--- src/rtl/priority_range_load_shed_defines.svh ---
// Assertion macros shared by the load-shed classifier RTL.
// Plain text macros only; included by the modules that carry checks.
`ifndef PRIORITY_RANGE_LOAD_SHED_DEFINES_SVH
`define PRIORITY_RANGE_LOAD_SHED_DEFINES_SVH

`ifndef NO_ASSERTIONS

`define PRLS_ASSERT_IMP(name, clk, rst_n, ante, cons) \
  name: assert property (@(posedge clk) disable iff (!rst_n) (ante) |-> (cons)) \
    else $error("implication check failed");

`define PRLS_ASSERT_NXT(name, clk, rst_n, ante, cons) \
  name: assert property (@(posedge clk) disable iff (!rst_n) (ante) |=> (cons)) \
    else $error("next-cycle check failed");

`define PRLS_ASSERT_NEVER(name, clk, rst_n, cond) \
  name: assert property (@(posedge clk) disable iff (!rst_n) !(cond)) \
    else $error("forbidden condition seen");

`else

`define PRLS_ASSERT_IMP(name, clk, rst_n, ante, cons)
`define PRLS_ASSERT_NXT(name, clk, rst_n, ante, cons)
`define PRLS_ASSERT_NEVER(name, clk, rst_n, cond)

`endif

`endif

--- src/rtl/prls_pkg.sv ---
// Package for the priority range load-shed classifier.
// Holds field widths, parameter defaults, verdict, command and state codes.
package prls_pkg;

  localparam int unsigned TABLE_SLOTS_DEF   = 8;
  localparam int unsigned SHED_POINTS_DEF   = 8;
  localparam int unsigned PRIORITY_BITS_DEF = 31;
  localparam int unsigned QUEUE_DEPTH       = 2;

  localparam int unsigned IDX_W        = 3;
  localparam int unsigned POINT_W      = 3;
  localparam int unsigned FLAGS_W      = 8;
  localparam int unsigned PRIO_PORT_W  = 31;
  localparam int unsigned VERDICT_W    = 3;
  localparam int unsigned COUNT_W      = 32;
  localparam int unsigned CFG_IDX_W    = 1;
  localparam int unsigned CFG_DATA_W   = 3;
  localparam int unsigned NUM_COUNTERS = 6;

  localparam int unsigned CNT_TOTAL     = 0;
  localparam int unsigned CNT_MISSING   = 1;
  localparam int unsigned CNT_INVALID   = 2;
  localparam int unsigned CNT_UNMATCHED = 3;
  localparam int unsigned CNT_PASSED    = 4;
  localparam int unsigned CNT_SHED      = 5;

  localparam logic [CFG_IDX_W-1:0] CFG_DEFAULT_ENABLED = CFG_IDX_W'(0);
  localparam logic [CFG_IDX_W-1:0] CFG_DEFAULT_POINT   = CFG_IDX_W'(1);

  typedef enum logic [VERDICT_W-1:0] {
    VERDICT_PASS      = 3'd0,
    VERDICT_SHED      = 3'd1,
    VERDICT_MISSING   = 3'd2,
    VERDICT_INVALID   = 3'd3,
    VERDICT_UNMATCHED = 3'd4,
    VERDICT_WRITE_OK  = 3'd5,
    VERDICT_REFUSED   = 3'd6
  } verdict_e;

  typedef enum logic [2:0] {
    CMD_CLEAR,
    CMD_INSTALL,
    CMD_REFUSE,
    CMD_LOOKUP,
    CMD_MISSING,
    CMD_INVALID
  } cmd_kind_e;

  typedef enum logic [1:0] {
    B_IDLE,
    B_SCAN,
    B_DONE
  } back_state_e;

endpackage

--- src/rtl/priority_range_load_shed.sv ---
// Top level of the priority range load-shed classifier.
// Depends on prls_pkg, prls_front, prls_queue and prls_back.
//
// Input channel (in_valid_i / in_stall_o) carries either a range table write
// (req_type_i low) or a request to classify (req_type_i high). The output
// channel (out_valid_o / out_stall_i) returns exactly one result per input
// transaction, in order. The configuration channel (cfg_valid_i / cfg_ready_o)
// sets the default point enable (index 0) and default point (index 1); it is
// always ready. The user must write it only while the block is idle; the
// block itself does not enforce this. Accepted transactions enter a two-entry
// queue. A lookup or an install scans the whole table through the single read
// port of the slot RAM; a clear, a write refused by the front end or a
// request without a usable header skips the scan. The result is visible the
// cycle after it is finished. While the receiver stalls, the result is held,
// the back end waits with the next result finished, and the queue fills until
// in_stall_o rises. Reset empties the table, zeroes the six event counters
// and disables the default point; no clearing pass is needed.
module priority_range_load_shed
  #(
  parameter int unsigned TABLE_SLOTS   = prls_pkg::TABLE_SLOTS_DEF,
  parameter int unsigned SHED_POINTS   = prls_pkg::SHED_POINTS_DEF,
  parameter int unsigned PRIORITY_BITS = prls_pkg::PRIORITY_BITS_DEF
) (
  input  logic                             clk_i,
  input  logic                             rst_ni,
  input  logic                             cfg_valid_i,
  output logic                             cfg_ready_o,
  input  logic [prls_pkg::CFG_IDX_W-1:0]   cfg_index_i,
  input  logic [prls_pkg::CFG_DATA_W-1:0]  cfg_data_i,
  input  logic                             in_valid_i,
  output logic                             in_stall_o,
  input  logic                             req_type_i,
  input  logic [prls_pkg::IDX_W-1:0]       entry_index_i,
  input  logic                             entry_valid_i,
  input  logic [prls_pkg::PRIO_PORT_W-1:0] range_start_i,
  input  logic [prls_pkg::PRIO_PORT_W-1:0] range_end_i,
  input  logic [prls_pkg::POINT_W-1:0]     entry_point_i,
  input  logic                             header_present_i,
  input  logic                             header_valid_i,
  input  logic [prls_pkg::PRIO_PORT_W-1:0] priority_value_i,
  input  logic [prls_pkg::FLAGS_W-1:0]     shed_flags_i,
  output logic                             out_valid_o,
  input  logic                             out_stall_i,
  output logic [prls_pkg::VERDICT_W-1:0]   verdict_o,
  output logic [prls_pkg::POINT_W-1:0]     point_used_o,
  output logic                             used_default_o,
  output logic [prls_pkg::IDX_W-1:0]       matched_slot_o,
  output logic [prls_pkg::COUNT_W-1:0]     request_count_o
);
  import prls_pkg::*;

  localparam int unsigned SLOT_W = (TABLE_SLOTS > 1) ? $clog2(TABLE_SLOTS) : 1;

  // For a request, lo carries the priority value and hi is unused.
  typedef struct packed {
    cmd_kind_e                kind;
    logic [SLOT_W-1:0]        idx;
    logic [PRIORITY_BITS-1:0] lo;
    logic [PRIORITY_BITS-1:0] hi;
    logic [POINT_W-1:0]       point;
    logic [FLAGS_W-1:0]       flags;
  } cmd_t;

  cmd_t push_cmd;
  cmd_t head_cmd;
  logic q_push;
  logic q_full;
  logic q_pop;
  logic q_valid;

  prls_front #(
    .TABLE_SLOTS  (TABLE_SLOTS),
    .SHED_POINTS  (SHED_POINTS),
    .PRIORITY_BITS(PRIORITY_BITS),
    .cmd_t        (cmd_t)
  ) u_front (
    .in_valid_i      (in_valid_i),
    .in_stall_o      (in_stall_o),
    .req_type_i      (req_type_i),
    .entry_index_i   (entry_index_i),
    .entry_valid_i   (entry_valid_i),
    .range_start_i   (range_start_i),
    .range_end_i     (range_end_i),
    .entry_point_i   (entry_point_i),
    .header_present_i(header_present_i),
    .header_valid_i  (header_valid_i),
    .priority_value_i(priority_value_i),
    .shed_flags_i    (shed_flags_i),
    .q_full_i        (q_full),
    .q_push_o        (q_push),
    .q_cmd_o         (push_cmd)
  );

  prls_queue #(
    .DEPTH (QUEUE_DEPTH),
    .item_t(cmd_t)
  ) u_queue (
    .clk_i  (clk_i),
    .rst_ni (rst_ni),
    .push_i (q_push),
    .item_i (push_cmd),
    .full_o (q_full),
    .pop_i  (q_pop),
    .valid_o(q_valid),
    .item_o (head_cmd)
  );

  prls_back #(
    .TABLE_SLOTS  (TABLE_SLOTS),
    .SHED_POINTS  (SHED_POINTS),
    .PRIORITY_BITS(PRIORITY_BITS),
    .cmd_t        (cmd_t)
  ) u_back (
    .clk_i          (clk_i),
    .rst_ni         (rst_ni),
    .cfg_valid_i    (cfg_valid_i),
    .cfg_ready_o    (cfg_ready_o),
    .cfg_index_i    (cfg_index_i),
    .cfg_data_i     (cfg_data_i),
    .q_valid_i      (q_valid),
    .q_cmd_i        (head_cmd),
    .q_pop_o        (q_pop),
    .out_valid_o    (out_valid_o),
    .out_stall_i    (out_stall_i),
    .verdict_o      (verdict_o),
    .point_used_o   (point_used_o),
    .used_default_o (used_default_o),
    .matched_slot_o (matched_slot_o),
    .request_count_o(request_count_o)
  );

endmodule

--- src/rtl/prls_ram.sv ---
// Generic single-write, single-read RAM with a registered read port.
// Depends on prls_pkg for default sizes only.
module prls_ram #(
  parameter int unsigned WIDTH = 2 * prls_pkg::PRIORITY_BITS_DEF + prls_pkg::POINT_W,
  parameter int unsigned DEPTH = prls_pkg::TABLE_SLOTS_DEF,
  parameter int unsigned AW    = (DEPTH > 1) ? $clog2(DEPTH) : 1
) (
  input  logic             clk_i,
  input  logic             we_i,
  input  logic [AW-1:0]    waddr_i,
  input  logic [WIDTH-1:0] wdata_i,
  input  logic [AW-1:0]    raddr_i,
  output logic [WIDTH-1:0] rdata_o
);

  logic [WIDTH-1:0] mem_q [DEPTH];
  logic [WIDTH-1:0] rdata_q;

  always_ff @(posedge clk_i) begin
    if (we_i) begin
      mem_q[waddr_i] <= wdata_i;
    end
    rdata_q <= mem_q[raddr_i];
  end

  assign rdata_o = rdata_q;

endmodule

--- src/rtl/prls_front.sv ---
// Front end: takes input transactions and classifies them into commands.
// Depends on prls_pkg; the command struct type is handed in from the top level.
module prls_front #(
  parameter int unsigned TABLE_SLOTS   = prls_pkg::TABLE_SLOTS_DEF,
  parameter int unsigned SHED_POINTS   = prls_pkg::SHED_POINTS_DEF,
  parameter int unsigned PRIORITY_BITS = prls_pkg::PRIORITY_BITS_DEF,
  parameter type         cmd_t         = logic
) (
  input  logic                             in_valid_i,
  output logic                             in_stall_o,
  input  logic                             req_type_i,
  input  logic [prls_pkg::IDX_W-1:0]       entry_index_i,
  input  logic                             entry_valid_i,
  input  logic [prls_pkg::PRIO_PORT_W-1:0] range_start_i,
  input  logic [prls_pkg::PRIO_PORT_W-1:0] range_end_i,
  input  logic [prls_pkg::POINT_W-1:0]     entry_point_i,
  input  logic                             header_present_i,
  input  logic                             header_valid_i,
  input  logic [prls_pkg::PRIO_PORT_W-1:0] priority_value_i,
  input  logic [prls_pkg::FLAGS_W-1:0]     shed_flags_i,
  input  logic                             q_full_i,
  output logic                             q_push_o,
  output cmd_t                             q_cmd_o
);
  import prls_pkg::*;

  localparam int unsigned SLOT_W = (TABLE_SLOTS > 1) ? $clog2(TABLE_SLOTS) : 1;

  logic [PRIORITY_BITS-1:0] lo;
  logic [PRIORITY_BITS-1:0] hi;

  assign in_stall_o = q_full_i;
  assign q_push_o   = in_valid_i && !q_full_i;

  assign lo = range_start_i[PRIORITY_BITS-1:0];
  assign hi = range_end_i[PRIORITY_BITS-1:0];

  // Everything that needs no table access is settled here, so the back end
  // only scans for lookups and for installs that must be checked for overlap.
  always_comb begin
    q_cmd_o.idx   = SLOT_W'(entry_index_i);
    q_cmd_o.lo    = lo;
    q_cmd_o.hi    = hi;
    q_cmd_o.point = entry_point_i;
    q_cmd_o.flags = shed_flags_i;
    if (req_type_i) begin
      q_cmd_o.lo = priority_value_i[PRIORITY_BITS-1:0];
      q_cmd_o.hi = '0;
      if (!header_present_i) begin
        q_cmd_o.kind = CMD_MISSING;
      end else if (!header_valid_i) begin
        q_cmd_o.kind = CMD_INVALID;
      end else begin
        q_cmd_o.kind = CMD_LOOKUP;
      end
    end else begin
      if (32'(entry_index_i) >= TABLE_SLOTS) begin
        q_cmd_o.kind = CMD_REFUSE;
      end else if (!entry_valid_i) begin
        q_cmd_o.kind = CMD_CLEAR;
      end else if (lo >= hi || 32'(entry_point_i) >= SHED_POINTS) begin
        q_cmd_o.kind = CMD_REFUSE;
      end else begin
        q_cmd_o.kind = CMD_INSTALL;
      end
    end
  end

endmodule

--- src/rtl/prls_queue.sv ---
// Short command queue between the classifier front end and the back end.
// Depends on prls_pkg for its default depth; includes the assertion macros.
`include "priority_range_load_shed_defines.svh"

module prls_queue #(
  parameter int unsigned DEPTH  = prls_pkg::QUEUE_DEPTH,
  parameter type         item_t = logic
) (
  input  logic  clk_i,
  input  logic  rst_ni,
  input  logic  push_i,
  input  item_t item_i,
  output logic  full_o,
  input  logic  pop_i,
  output logic  valid_o,
  output item_t item_o
);

  localparam int unsigned PTR_W = (DEPTH > 1) ? $clog2(DEPTH) : 1;
  localparam int unsigned CNT_W = $clog2(DEPTH + 1);
  localparam logic [PTR_W-1:0] LAST_PTR = PTR_W'(DEPTH - 1);
  localparam logic [CNT_W-1:0] FULL_CNT = CNT_W'(DEPTH);

  item_t            mem_q [DEPTH];
  logic [PTR_W-1:0] rd_ptr_q, rd_ptr_d;
  logic [PTR_W-1:0] wr_ptr_q, wr_ptr_d;
  logic [CNT_W-1:0] count_q, count_d;

  assign valid_o = (count_q != '0);
  assign full_o  = (count_q == FULL_CNT);
  assign item_o  = mem_q[rd_ptr_q];

  always_comb begin
    rd_ptr_d = rd_ptr_q;
    wr_ptr_d = wr_ptr_q;
    count_d  = count_q;
    if (push_i) begin
      wr_ptr_d = (wr_ptr_q == LAST_PTR) ? '0 : wr_ptr_q + PTR_W'(1);
    end
    if (pop_i) begin
      rd_ptr_d = (rd_ptr_q == LAST_PTR) ? '0 : rd_ptr_q + PTR_W'(1);
    end
    if (push_i && !pop_i) begin
      count_d = count_q + CNT_W'(1);
    end else if (pop_i && !push_i) begin
      count_d = count_q - CNT_W'(1);
    end
  end

  always_ff @(posedge clk_i or negedge rst_ni) begin
    if (!rst_ni) begin
      rd_ptr_q <= '0;
      wr_ptr_q <= '0;
      count_q  <= '0;
    end else begin
      rd_ptr_q <= rd_ptr_d;
      wr_ptr_q <= wr_ptr_d;
      count_q  <= count_d;
    end
  end

  always_ff @(posedge clk_i) begin
    if (push_i) begin
      mem_q[wr_ptr_q] <= item_i;
    end
  end

  `PRLS_ASSERT_IMP(a_count_bound, clk_i, rst_ni, 1'b1, count_q <= FULL_CNT)
  `PRLS_ASSERT_IMP(a_empty_ptrs, clk_i, rst_ni, count_q == '0, rd_ptr_q == wr_ptr_q)
  `PRLS_ASSERT_IMP(a_pop_nonempty, clk_i, rst_ni, pop_i, count_q != '0)
  `PRLS_ASSERT_NXT(a_pop_drains, clk_i, rst_ni, pop_i && !push_i, count_q == $past(count_q) - CNT_W'(1))

endmodule

--- src/rtl/prls_back.sv ---
// Back end: scans the range table, installs and clears slots, keeps the event
// counters and the output register. Depends on prls_pkg, prls_ram and the macros.
`include "priority_range_load_shed_defines.svh"

module prls_back #(
  parameter int unsigned TABLE_SLOTS   = prls_pkg::TABLE_SLOTS_DEF,
  parameter int unsigned SHED_POINTS   = prls_pkg::SHED_POINTS_DEF,
  parameter int unsigned PRIORITY_BITS = prls_pkg::PRIORITY_BITS_DEF,
  parameter type         cmd_t         = logic
) (
  input  logic                            clk_i,
  input  logic                            rst_ni,
  input  logic                            cfg_valid_i,
  output logic                            cfg_ready_o,
  input  logic [prls_pkg::CFG_IDX_W-1:0]  cfg_index_i,
  input  logic [prls_pkg::CFG_DATA_W-1:0] cfg_data_i,
  input  logic                            q_valid_i,
  input  cmd_t                            q_cmd_i,
  output logic                            q_pop_o,
  output logic                            out_valid_o,
  input  logic                            out_stall_i,
  output logic [prls_pkg::VERDICT_W-1:0]  verdict_o,
  output logic [prls_pkg::POINT_W-1:0]    point_used_o,
  output logic                            used_default_o,
  output logic [prls_pkg::IDX_W-1:0]      matched_slot_o,
  output logic [prls_pkg::COUNT_W-1:0]    request_count_o
);
  import prls_pkg::*;

  localparam int unsigned SLOT_W  = (TABLE_SLOTS > 1) ? $clog2(TABLE_SLOTS) : 1;
  localparam int unsigned STEP_W  = $clog2(TABLE_SLOTS + 1);
  localparam int unsigned ENTRY_W = 2 * PRIORITY_BITS + POINT_W;
  localparam logic [STEP_W-1:0] LAST_STEP = STEP_W'(TABLE_SLOTS);

  back_state_e state_q, state_d;
  cmd_t        cmd_q, cmd_d;
  logic [STEP_W-1:0]  step_q, step_d;
  logic               chk_q, chk_d;
  logic [SLOT_W-1:0]  chk_idx_q, chk_idx_d;
  logic               hit_q, hit_d;
  logic [SLOT_W-1:0]  hit_slot_q, hit_slot_d;
  logic [POINT_W-1:0] hit_point_q, hit_point_d;
  logic               overlap_q, overlap_d;
  logic [TABLE_SLOTS-1:0] slot_valid_q, slot_valid_d;
  logic               dflt_en_q;
  logic [POINT_W-1:0] dflt_pt_q;
  logic [COUNT_W-1:0] cnt_q [NUM_COUNTERS];
  logic [COUNT_W-1:0] cnt_nxt [NUM_COUNTERS];

  logic               out_valid_q;
  verdict_e           verdict_q;
  logic [POINT_W-1:0] point_used_q;
  logic               used_default_q;
  logic [IDX_W-1:0]   matched_slot_q;
  logic [COUNT_W-1:0] request_count_q;

  logic                     fire;
  logic                     ram_we;
  logic [ENTRY_W-1:0]       ram_rdata;
  logic [PRIORITY_BITS-1:0] ent_start;
  logic [PRIORITY_BITS-1:0] ent_end;
  logic [POINT_W-1:0]       ent_point;
  logic                     ent_ok;
  logic                     ent_match;
  logic                     ent_overlap;

  verdict_e           res_verdict;
  verdict_e           miss_verdict;
  logic [POINT_W-1:0] res_point;
  logic [POINT_W-1:0] sel_point;
  logic               res_default;
  logic [SLOT_W-1:0]  res_slot;
  logic [NUM_COUNTERS-1:0] bump;
  logic               have_pt;
  logic               shed;
  logic               clear_slot;
  logic               install;

  assign cfg_ready_o = 1'b1;

  // Results leave through one register, so the back end finishes an item
  // only once that register is empty or being taken.
  assign fire = (state_q == B_DONE) && (!out_valid_q || !out_stall_i);

  prls_ram #(
    .WIDTH(ENTRY_W),
    .DEPTH(TABLE_SLOTS)
  ) u_slot_ram (
    .clk_i  (clk_i),
    .we_i   (ram_we),
    .waddr_i(cmd_q.idx),
    .wdata_i({cmd_q.lo, cmd_q.hi, cmd_q.point}),
    .raddr_i(step_q[SLOT_W-1:0]),
    .rdata_o(ram_rdata)
  );

  assign ent_start = ram_rdata[ENTRY_W-1 -: PRIORITY_BITS];
  assign ent_end   = ram_rdata[POINT_W +: PRIORITY_BITS];
  assign ent_point = ram_rdata[POINT_W-1:0];

  assign ent_ok      = chk_q && slot_valid_q[chk_idx_q];
  assign ent_match   = ent_ok && (cmd_q.kind == CMD_LOOKUP) &&
                       (ent_start <= cmd_q.lo) && (cmd_q.lo < ent_end);
  assign ent_overlap = ent_ok && (cmd_q.kind == CMD_INSTALL) && (chk_idx_q != cmd_q.idx) &&
                       (cmd_q.lo < ent_end) && (ent_start < cmd_q.hi);

  always_comb begin : next_state
    state_d = state_q;
    unique case (state_q)
      B_IDLE: begin
        if (q_valid_i) begin
          if (q_cmd_i.kind == CMD_LOOKUP || q_cmd_i.kind == CMD_INSTALL) begin
            state_d = B_SCAN;
          end else begin
            state_d = B_DONE;
          end
        end
      end
      B_SCAN: begin
        if (step_q == LAST_STEP) begin
          state_d = B_DONE;
        end
      end
      B_DONE: begin
        if (fire) begin
          state_d = B_IDLE;
        end
      end
      default: state_d = B_IDLE;
    endcase
  end

  // The RAM read is registered, so slot k is compared in the cycle after its
  // address was issued; the scan runs one step past the last slot.
  always_comb begin : scan_control
    q_pop_o     = 1'b0;
    cmd_d       = cmd_q;
    step_d      = step_q;
    chk_d       = 1'b0;
    chk_idx_d   = chk_idx_q;
    hit_d       = hit_q;
    hit_slot_d  = hit_slot_q;
    hit_point_d = hit_point_q;
    overlap_d   = overlap_q;
    unique case (state_q)
      B_IDLE: begin
        q_pop_o     = q_valid_i;
        cmd_d       = q_cmd_i;
        step_d      = '0;
        hit_d       = 1'b0;
        hit_slot_d  = '0;
        hit_point_d = '0;
        overlap_d   = 1'b0;
      end
      B_SCAN: begin
        if (step_q != LAST_STEP) begin
          step_d = step_q + STEP_W'(1);
        end
        chk_d     = (step_q < LAST_STEP);
        chk_idx_d = step_q[SLOT_W-1:0];
        if (ent_match && !hit_q) begin
          hit_d       = 1'b1;
          hit_slot_d  = chk_idx_q;
          hit_point_d = ent_point;
        end
        if (ent_overlap) begin
          overlap_d = 1'b1;
        end
      end
      B_DONE: begin
      end
      default: begin
      end
    endcase
  end

  always_comb begin : result
    res_verdict  = VERDICT_WRITE_OK;
    miss_verdict = VERDICT_UNMATCHED;
    res_point    = '0;
    sel_point    = '0;
    res_default  = 1'b0;
    res_slot     = '0;
    bump         = '0;
    have_pt      = 1'b0;
    shed         = 1'b0;
    clear_slot   = 1'b0;
    install      = 1'b0;
    unique case (cmd_q.kind) inside
      CMD_CLEAR: begin
        clear_slot = 1'b1;
      end
      CMD_REFUSE: begin
        res_verdict = VERDICT_REFUSED;
      end
      CMD_INSTALL: begin
        if (overlap_q) begin
          res_verdict = VERDICT_REFUSED;
        end else begin
          install = 1'b1;
        end
      end
      CMD_LOOKUP, CMD_MISSING, CMD_INVALID: begin
        bump[CNT_TOTAL] = 1'b1;
        if (cmd_q.kind == CMD_MISSING) begin
          bump[CNT_MISSING] = 1'b1;
          miss_verdict      = VERDICT_MISSING;
        end else if (cmd_q.kind == CMD_INVALID) begin
          bump[CNT_INVALID] = 1'b1;
          miss_verdict      = VERDICT_INVALID;
        end else if (hit_q) begin
          have_pt   = 1'b1;
          sel_point = hit_point_q;
          res_slot  = hit_slot_q;
        end else begin
          bump[CNT_UNMATCHED] = 1'b1;
        end
        if (!have_pt && dflt_en_q) begin
          have_pt     = 1'b1;
          sel_point   = dflt_pt_q;
          res_default = 1'b1;
        end
        if (have_pt) begin
          // A point beyond the configured number never sheds.
          shed      = (32'(sel_point) < SHED_POINTS) && cmd_q.flags[sel_point];
          res_point = sel_point;
          if (shed) begin
            bump[CNT_SHED] = 1'b1;
            res_verdict    = VERDICT_SHED;
          end else begin
            bump[CNT_PASSED] = 1'b1;
            res_verdict      = VERDICT_PASS;
          end
        end else begin
          res_verdict = miss_verdict;
        end
      end
      default: begin
        res_verdict = VERDICT_REFUSED;
      end
    endcase
  end

  assign ram_we = fire && install;

  always_comb begin
    slot_valid_d = slot_valid_q;
    if (fire && clear_slot) begin
      slot_valid_d[cmd_q.idx] = 1'b0;
    end
    if (ram_we) begin
      slot_valid_d[cmd_q.idx] = 1'b1;
    end
  end

  always_comb begin
    for (int i = 0; i < NUM_COUNTERS; i++) begin
      if (fire && bump[i] && (cnt_q[i] != {COUNT_W{1'b1}})) begin
        cnt_nxt[i] = cnt_q[i] + COUNT_W'(1);
      end else begin
        cnt_nxt[i] = cnt_q[i];
      end
    end
  end

  always_ff @(posedge clk_i or negedge rst_ni) begin
    if (!rst_ni) begin
      state_q      <= B_IDLE;
      step_q       <= '0;
      chk_q        <= 1'b0;
      hit_q        <= 1'b0;
      overlap_q    <= 1'b0;
      slot_valid_q <= '0;
      dflt_en_q    <= 1'b0;
      dflt_pt_q    <= '0;
      out_valid_q  <= 1'b0;
      for (int i = 0; i < NUM_COUNTERS; i++) begin
        cnt_q[i] <= '0;
      end
    end else begin
      state_q      <= state_d;
      step_q       <= step_d;
      chk_q        <= chk_d;
      hit_q        <= hit_d;
      overlap_q    <= overlap_d;
      slot_valid_q <= slot_valid_d;
      out_valid_q  <= fire || (out_valid_q && out_stall_i);
      for (int i = 0; i < NUM_COUNTERS; i++) begin
        cnt_q[i] <= cnt_nxt[i];
      end
      if (cfg_valid_i) begin
        unique case (cfg_index_i)
          CFG_DEFAULT_ENABLED: dflt_en_q <= cfg_data_i[0];
          CFG_DEFAULT_POINT:   dflt_pt_q <= cfg_data_i[POINT_W-1:0];
          default: begin
          end
        endcase
      end
    end
  end

  always_ff @(posedge clk_i) begin
    cmd_q       <= cmd_d;
    chk_idx_q   <= chk_idx_d;
    hit_slot_q  <= hit_slot_d;
    hit_point_q <= hit_point_d;
    if (fire) begin
      verdict_q       <= res_verdict;
      point_used_q    <= res_point;
      used_default_q  <= res_default;
      matched_slot_q  <= IDX_W'(res_slot);
      request_count_q <= cnt_nxt[CNT_TOTAL];
    end
  end

  assign out_valid_o     = out_valid_q;
  assign verdict_o       = verdict_q;
  assign point_used_o    = point_used_q;
  assign used_default_o  = used_default_q;
  assign matched_slot_o  = matched_slot_q;
  assign request_count_o = request_count_q;

  `PRLS_ASSERT_IMP(a_step_bound, clk_i, rst_ni, state_q == B_SCAN, step_q <= LAST_STEP)
  `PRLS_ASSERT_IMP(a_check_in_scan, clk_i, rst_ni, chk_q, state_q == B_SCAN)
  `PRLS_ASSERT_NXT(a_result_held, clk_i, rst_ni, fire, out_valid_q)
  `PRLS_ASSERT_NXT(a_count_shown, clk_i, rst_ni, fire, request_count_q == cnt_q[CNT_TOTAL])

endmodule

--- config.mk ---
export PLATFORM = sky130hd
export DESIGN_NAME = priority_range_load_shed
export DESIGN_NICKNAME = d
export VERILOG_FILES = /design/src/rtl/prls_pkg.sv /design/src/rtl/priority_range_load_shed.sv /design/src/rtl/prls_ram.sv /design/src/rtl/prls_front.sv /design/src/rtl/prls_queue.sv /design/src/rtl/prls_back.sv
export VERILOG_INCLUDE_DIRS = /design/src /design/src/rtl
export SDC_FILE = /design/constraint.sdc
export NUM_CORES = 1
export LEC_CHECK = 0
export ABC_CLOCK_PERIOD_IN_PS = 16700
export BUFFER_PORTS_ARGS = -buffer_cell sky130_fd_sc_hd__buf_2
export CAP_MARGIN = 5
export CORE_UTILIZATION = 30
export CTS_BUF_LIST = sky130_fd_sc_hd__clkbuf_4 sky130_fd_sc_hd__clkbuf_8 sky130_fd_sc_hd__clkbuf_16
export CTS_CLUSTER_SIZE = 25
export DETAILED_ROUTE_END_ITERATION = 16
export GPL_TIMING_DRIVEN = 0
export PLACE_DENSITY = 0.51
export SETUP_SLACK_MARGIN = 0.2
export SLEW_MARGIN = 20
export SYNTH_ARGS = -nofsm -noshare
export SYNTH_HDL_FRONTEND = slang
export SYNTH_HIERARCHICAL = 1
export SYNTH_SLANG_ARGS = --single-unit
export TNS_END_PERCENT = 10
--- constraint.sdc ---
create_clock -name clk_i -period 16.7 [get_ports clk_i]
set_input_delay 0 -clock clk_i [delete_from_list [all_inputs] [get_ports clk_i]]
set_output_delay 0 -clock clk_i [all_outputs]
set_load 0.01 [all_outputs]
==> impl_metrics.py <==
metrics = {
    "status": {
        "status": "complete, no violations",
    },
    "logic_synthesis": {
        "ys_warn_count": 6,
        "ys_ff_latch": 931,
        "synth_most_common_cell": "edfxtp_1",
        "synth_ff_type": "edfxtp_1",
        "synth_top_area_frac": 0.640,
        "synth-edff-count": 808,
        "synth-seq-area-share": 0.713,
        "synthTopCellsByCount": "edfxtp_1, inv_1, mux4_2",
        "synthArstFlopShare": 0.0623,
        "syn-num-nets": 2302,
        "yosys-top-cells-area": "edfxtp_1, mux4_2, ha_1, dfrtp_1, dfxtp_1",
        "synthDistinctLibCells": 75,
        "netlist_area_um2": 37900,
        "synthCells": 2056,
        "synth.avg_cell_area_um2": 18.4,
        "synth_top_cell_by_area": "edfxtp_1",
    },
    "timing": {
        "setup_violations": 0,
        "rsz0062_at_grt": "no",
        "slew_viol_final": 0,
        "max_slew_margin": 0.299,
        "fmax_ghz": 0.257,
        "fin_crit_sh": 0.233,
        "final.setup_skew_ns": 0.0258,
        "hold_viol_final": 0,
        "period_needed_ns": 3.89,
        "tightest_slew_ns": 1.05,
        "fin_setup_tns_ns": 0,
    },
    "grt": {
        "grt_pass1_wl_um": 131000,
        "antenna_found_initial": 1,
        "grt_overflow_total": 0,
        "track_usage": 0.139,
        "grt_max_degree": 45,
        "grt_pass1_vias": 20598,
    },
    "worst_setup_path": {
        "cp.arrival_ns": 4.25,
        "crit_required_ns": 17.06,
        "crit_start": "u_back/state_q[0]",
        "cp-start-kind": "flip-flop",
        "reg2reg_from": "u_back/state_q[0]",
        "crit_fanout": 18,
        "end_kind": "flip-flop",
        "setup.worst_path.class": "flip-flop to flip-flop",
    },
    "clock_network": {
        "clockBufferDepth": 3,
        "clkLatencyLatePin_ns": 0.66,
        "cts_max_level": 3,
        "cts_buffers": 93,
        "cts_sinks": 931,
        "clockRootBuffer": "clkbuf_16",
        "cts_tree": "built",
        "cts.clk_slew.worst_paths_ns": 0.07,
    },
    "worst_hold_path": {
        "min-delay-start": "entry_valid_i",
        "hold_class": "primary input to flip-flop",
    },
    "drt": {
        "avgRoutedWirePerCell_um": 20.9,
        "routed_wl_um": 88000,
        "drc": 0,
        "wl_met1_um": 39400,
        "dr.pass1.iters": 5,
        "wl_met2_um": 43800,
        "antenna_left": 0,
        "first_iter_violations": 1129,
        "vias": 19365,
        "top_layer": "met4",
        "wl_met3_um": 3150,
        "vias_per_cell": 4.60,
    },
    "finish": {
        "n_antenna_cell": 0,
        "fin_util": 0.368,
        "final_nets": 2727,
        "fillers": 11524,
        "syn2layout_area_growth_pct": 21.8,
        "drive_gt1_frac": 0.299,
        "multi_input_area_um2": 9860,
        "regArea_um2": 27000,
    },
    "placed_design": {
        "hpwl_um": 61500,
        "io_buffer_count": 148,
        "globalplace.congestion": 0.800,
    },
    "floorplanning": {
        "rows": 130,
        "die_h_um": 357,
        "die_area_um2": 128000,
        "coreArea_um2": 125000,
        "die_w_um": 357,
        "pin_count": 165,
        "start_util": 0.302,
    },
    "job": {
        "maxCapViolCount": 0,
    },
    "pwr": {
        "ir_drop_v": 0.0000853,
        "p_per_area_nw_per_um2": 159,
        "p_leak_nw": 16.8,
    },
}
==> where the power goes <==
part / internal (W) / switching, W / total (W)
Clock: 0.00124 / 0.000867 / 0.00211
Sequential: 0.00318 / 0.000352 / 0.00353
Combinational: 0.000794 / 0.000897 / 0.00169
Total: 0.00521 / 0.00212 / 0.00733
==> flip-flops by register name (all words and copies together) (netlist names), 2 cells and up <==
name	count
u_back/step_q	4
u_back/slot_valid_q	8
u_queue/count_q	2
u_back/hit_point_q	3
u_queue/mem_q	158
u_back/dflt_pt_q	3
u_back/chk_idx_q	3
u_back/matched_slot_o	3
u_back/verdict_o	3
u_back/u_slot_ram/mem_q	520
u_back/u_slot_ram/rdata_o	65
u_back/cnt_q	32
u_back/cmd_q	79
u_back/hit_slot_q	3
u_back/state_q	2
u_back/request_count_o	32
u_back/point_used_o	3
==> critical path: stages, from the launching register on <==
cell      delay [ns]
dfrtp_1         0.48
nand2b_1        0.29
a21oi_4         0.32
buf_16          0.20
nor3b_1         0.45
nand2b_1        0.32
nor3_2          0.43
buf_6           0.23
buf_6           0.16
buf_4           0.20
buf_6           0.16
buf_4           0.17
buf_4           0.18
==> layer usage <==
layer / up-vias / global-route usage
met5: - / 0
met4: 0 / 0.0376
met3: 93 / 0.0186
met2: 386 / 0.236
met1: 10027 / 0.185
li1: 8859 / -
==> cell type report <==
class                   count  area share
well taps                1650      0.0447
clock buffers             125      0.0575
multi-input cells         910       0.214
repair buffers            330      0.0646
plain buffers              76      0.0127
clock inverters            49      0.0105
inverters                 139      0.0113
flip-flops and latches    931       0.585
==> layout by cell type, fill, tap and decap left out, types with 9 or more instances in the layout <==
| cell type | instances |
|---|---|
| ha_1 | 126 |
| xor2_1 | 16 |
| edfxtp_1 | 808 |
| mux4_2 | 132 |
| xnor2_1 | 21 |
| buf_1 | 9 |
| dlygate4sd3_1 | 123 |
| and3_1 | 9 |
| buf_4 | 35 |
| clkbuf_16 | 94 |
| nand2b_1 | 16 |
| nand4_1 | 25 |
| dfxtp_1 | 65 |
| mux2_4 | 79 |
| nand3_1 | 27 |
| a21o_1 | 34 |
| inv_1 | 138 |
| clkbuf_8 | 11 |
| mux2_2 | 100 |
| dfrtp_1 | 58 |
| clkinv_2 | 24 |
| clkinv_1 | 9 |
| nand2_1 | 51 |
| buf_16 | 15 |
| buf_6 | 20 |
| a21oi_1 | 41 |
| clkbuf_4 | 20 |
| buf_2 | 156 |
| a211oi_1 | 11 |
| clkbuf_1 | 20 |
| o21ai_0 | 33 |
| nor3_1 | 9 |
| buf_12 | 27 |
| nor2_1 | 63 |
| nor2b_1 | 9 |
==> per-stage QoR <==
| step | power (W) | cell area [µm²] | std cells | hold slack, ns | worst slack [ns] |
|---|---|---|---|---|---|
| 2_1_floorplan | 0.00458 | 37900 | 2056 | -0.296 | 8.25 |
| 4_1_cts | 0.00744 | 46200 | 4209 | 0.0129 | 12.77 |
| 3_3_place_gp | 0.00519 | 40700 | 3854 | 0.186 | 1.01 |
| 5_1_grt | 0.00771 | 46200 | 4210 | 0.0373 | 12.53 |
| 6_report | 0.00733 | 46200 | 4210 | 0.0364 | 12.81 |
| 3_5_place_dp | 0.00528 | 41800 | 3912 | 0.142 | 12.80 |
==> cells by family after synthesis <==
group | after synthesis | synth area share
other | 1 | 0.0000989
flip-flops | 931 | 0.713
buffers and inverters | 215 | 0.0292
adder cells (fa/ha/maj) | 126 | 0.0416
AO/OA/AOI/OAI | 168 | 0.0295
multiplexers | 315 | 0.140
AND/OR/NAND/NOR | 262 | 0.0373
XOR/XNOR | 38 | 0.00898
==> what timing repair did <==
item	CTS	global route
hold buffers	123	0
setup endpoints to repair	0	0
gates resized for setup	0	0
setup buffers	0	0
endpoints found under the hold margin	267	0
==> final timing paths <==
check,slack [ns],endpoint,cells past startpoint
max in group asynchronous,14.54,u_back/cnt_q[187],4
min reg2reg,0.49,u_back/chk_q,1
max reg2reg,12.81,u_back/u_slot_ram/mem_q[0][9],12
min in group asynchronous,0.45,u_back/cnt_q[184],3
min,0.04,u_queue/mem_q[1][77],4
max,12.81,u_back/u_slot_ram/mem_q[0][9],12
(Power assumes the default switching activity.)
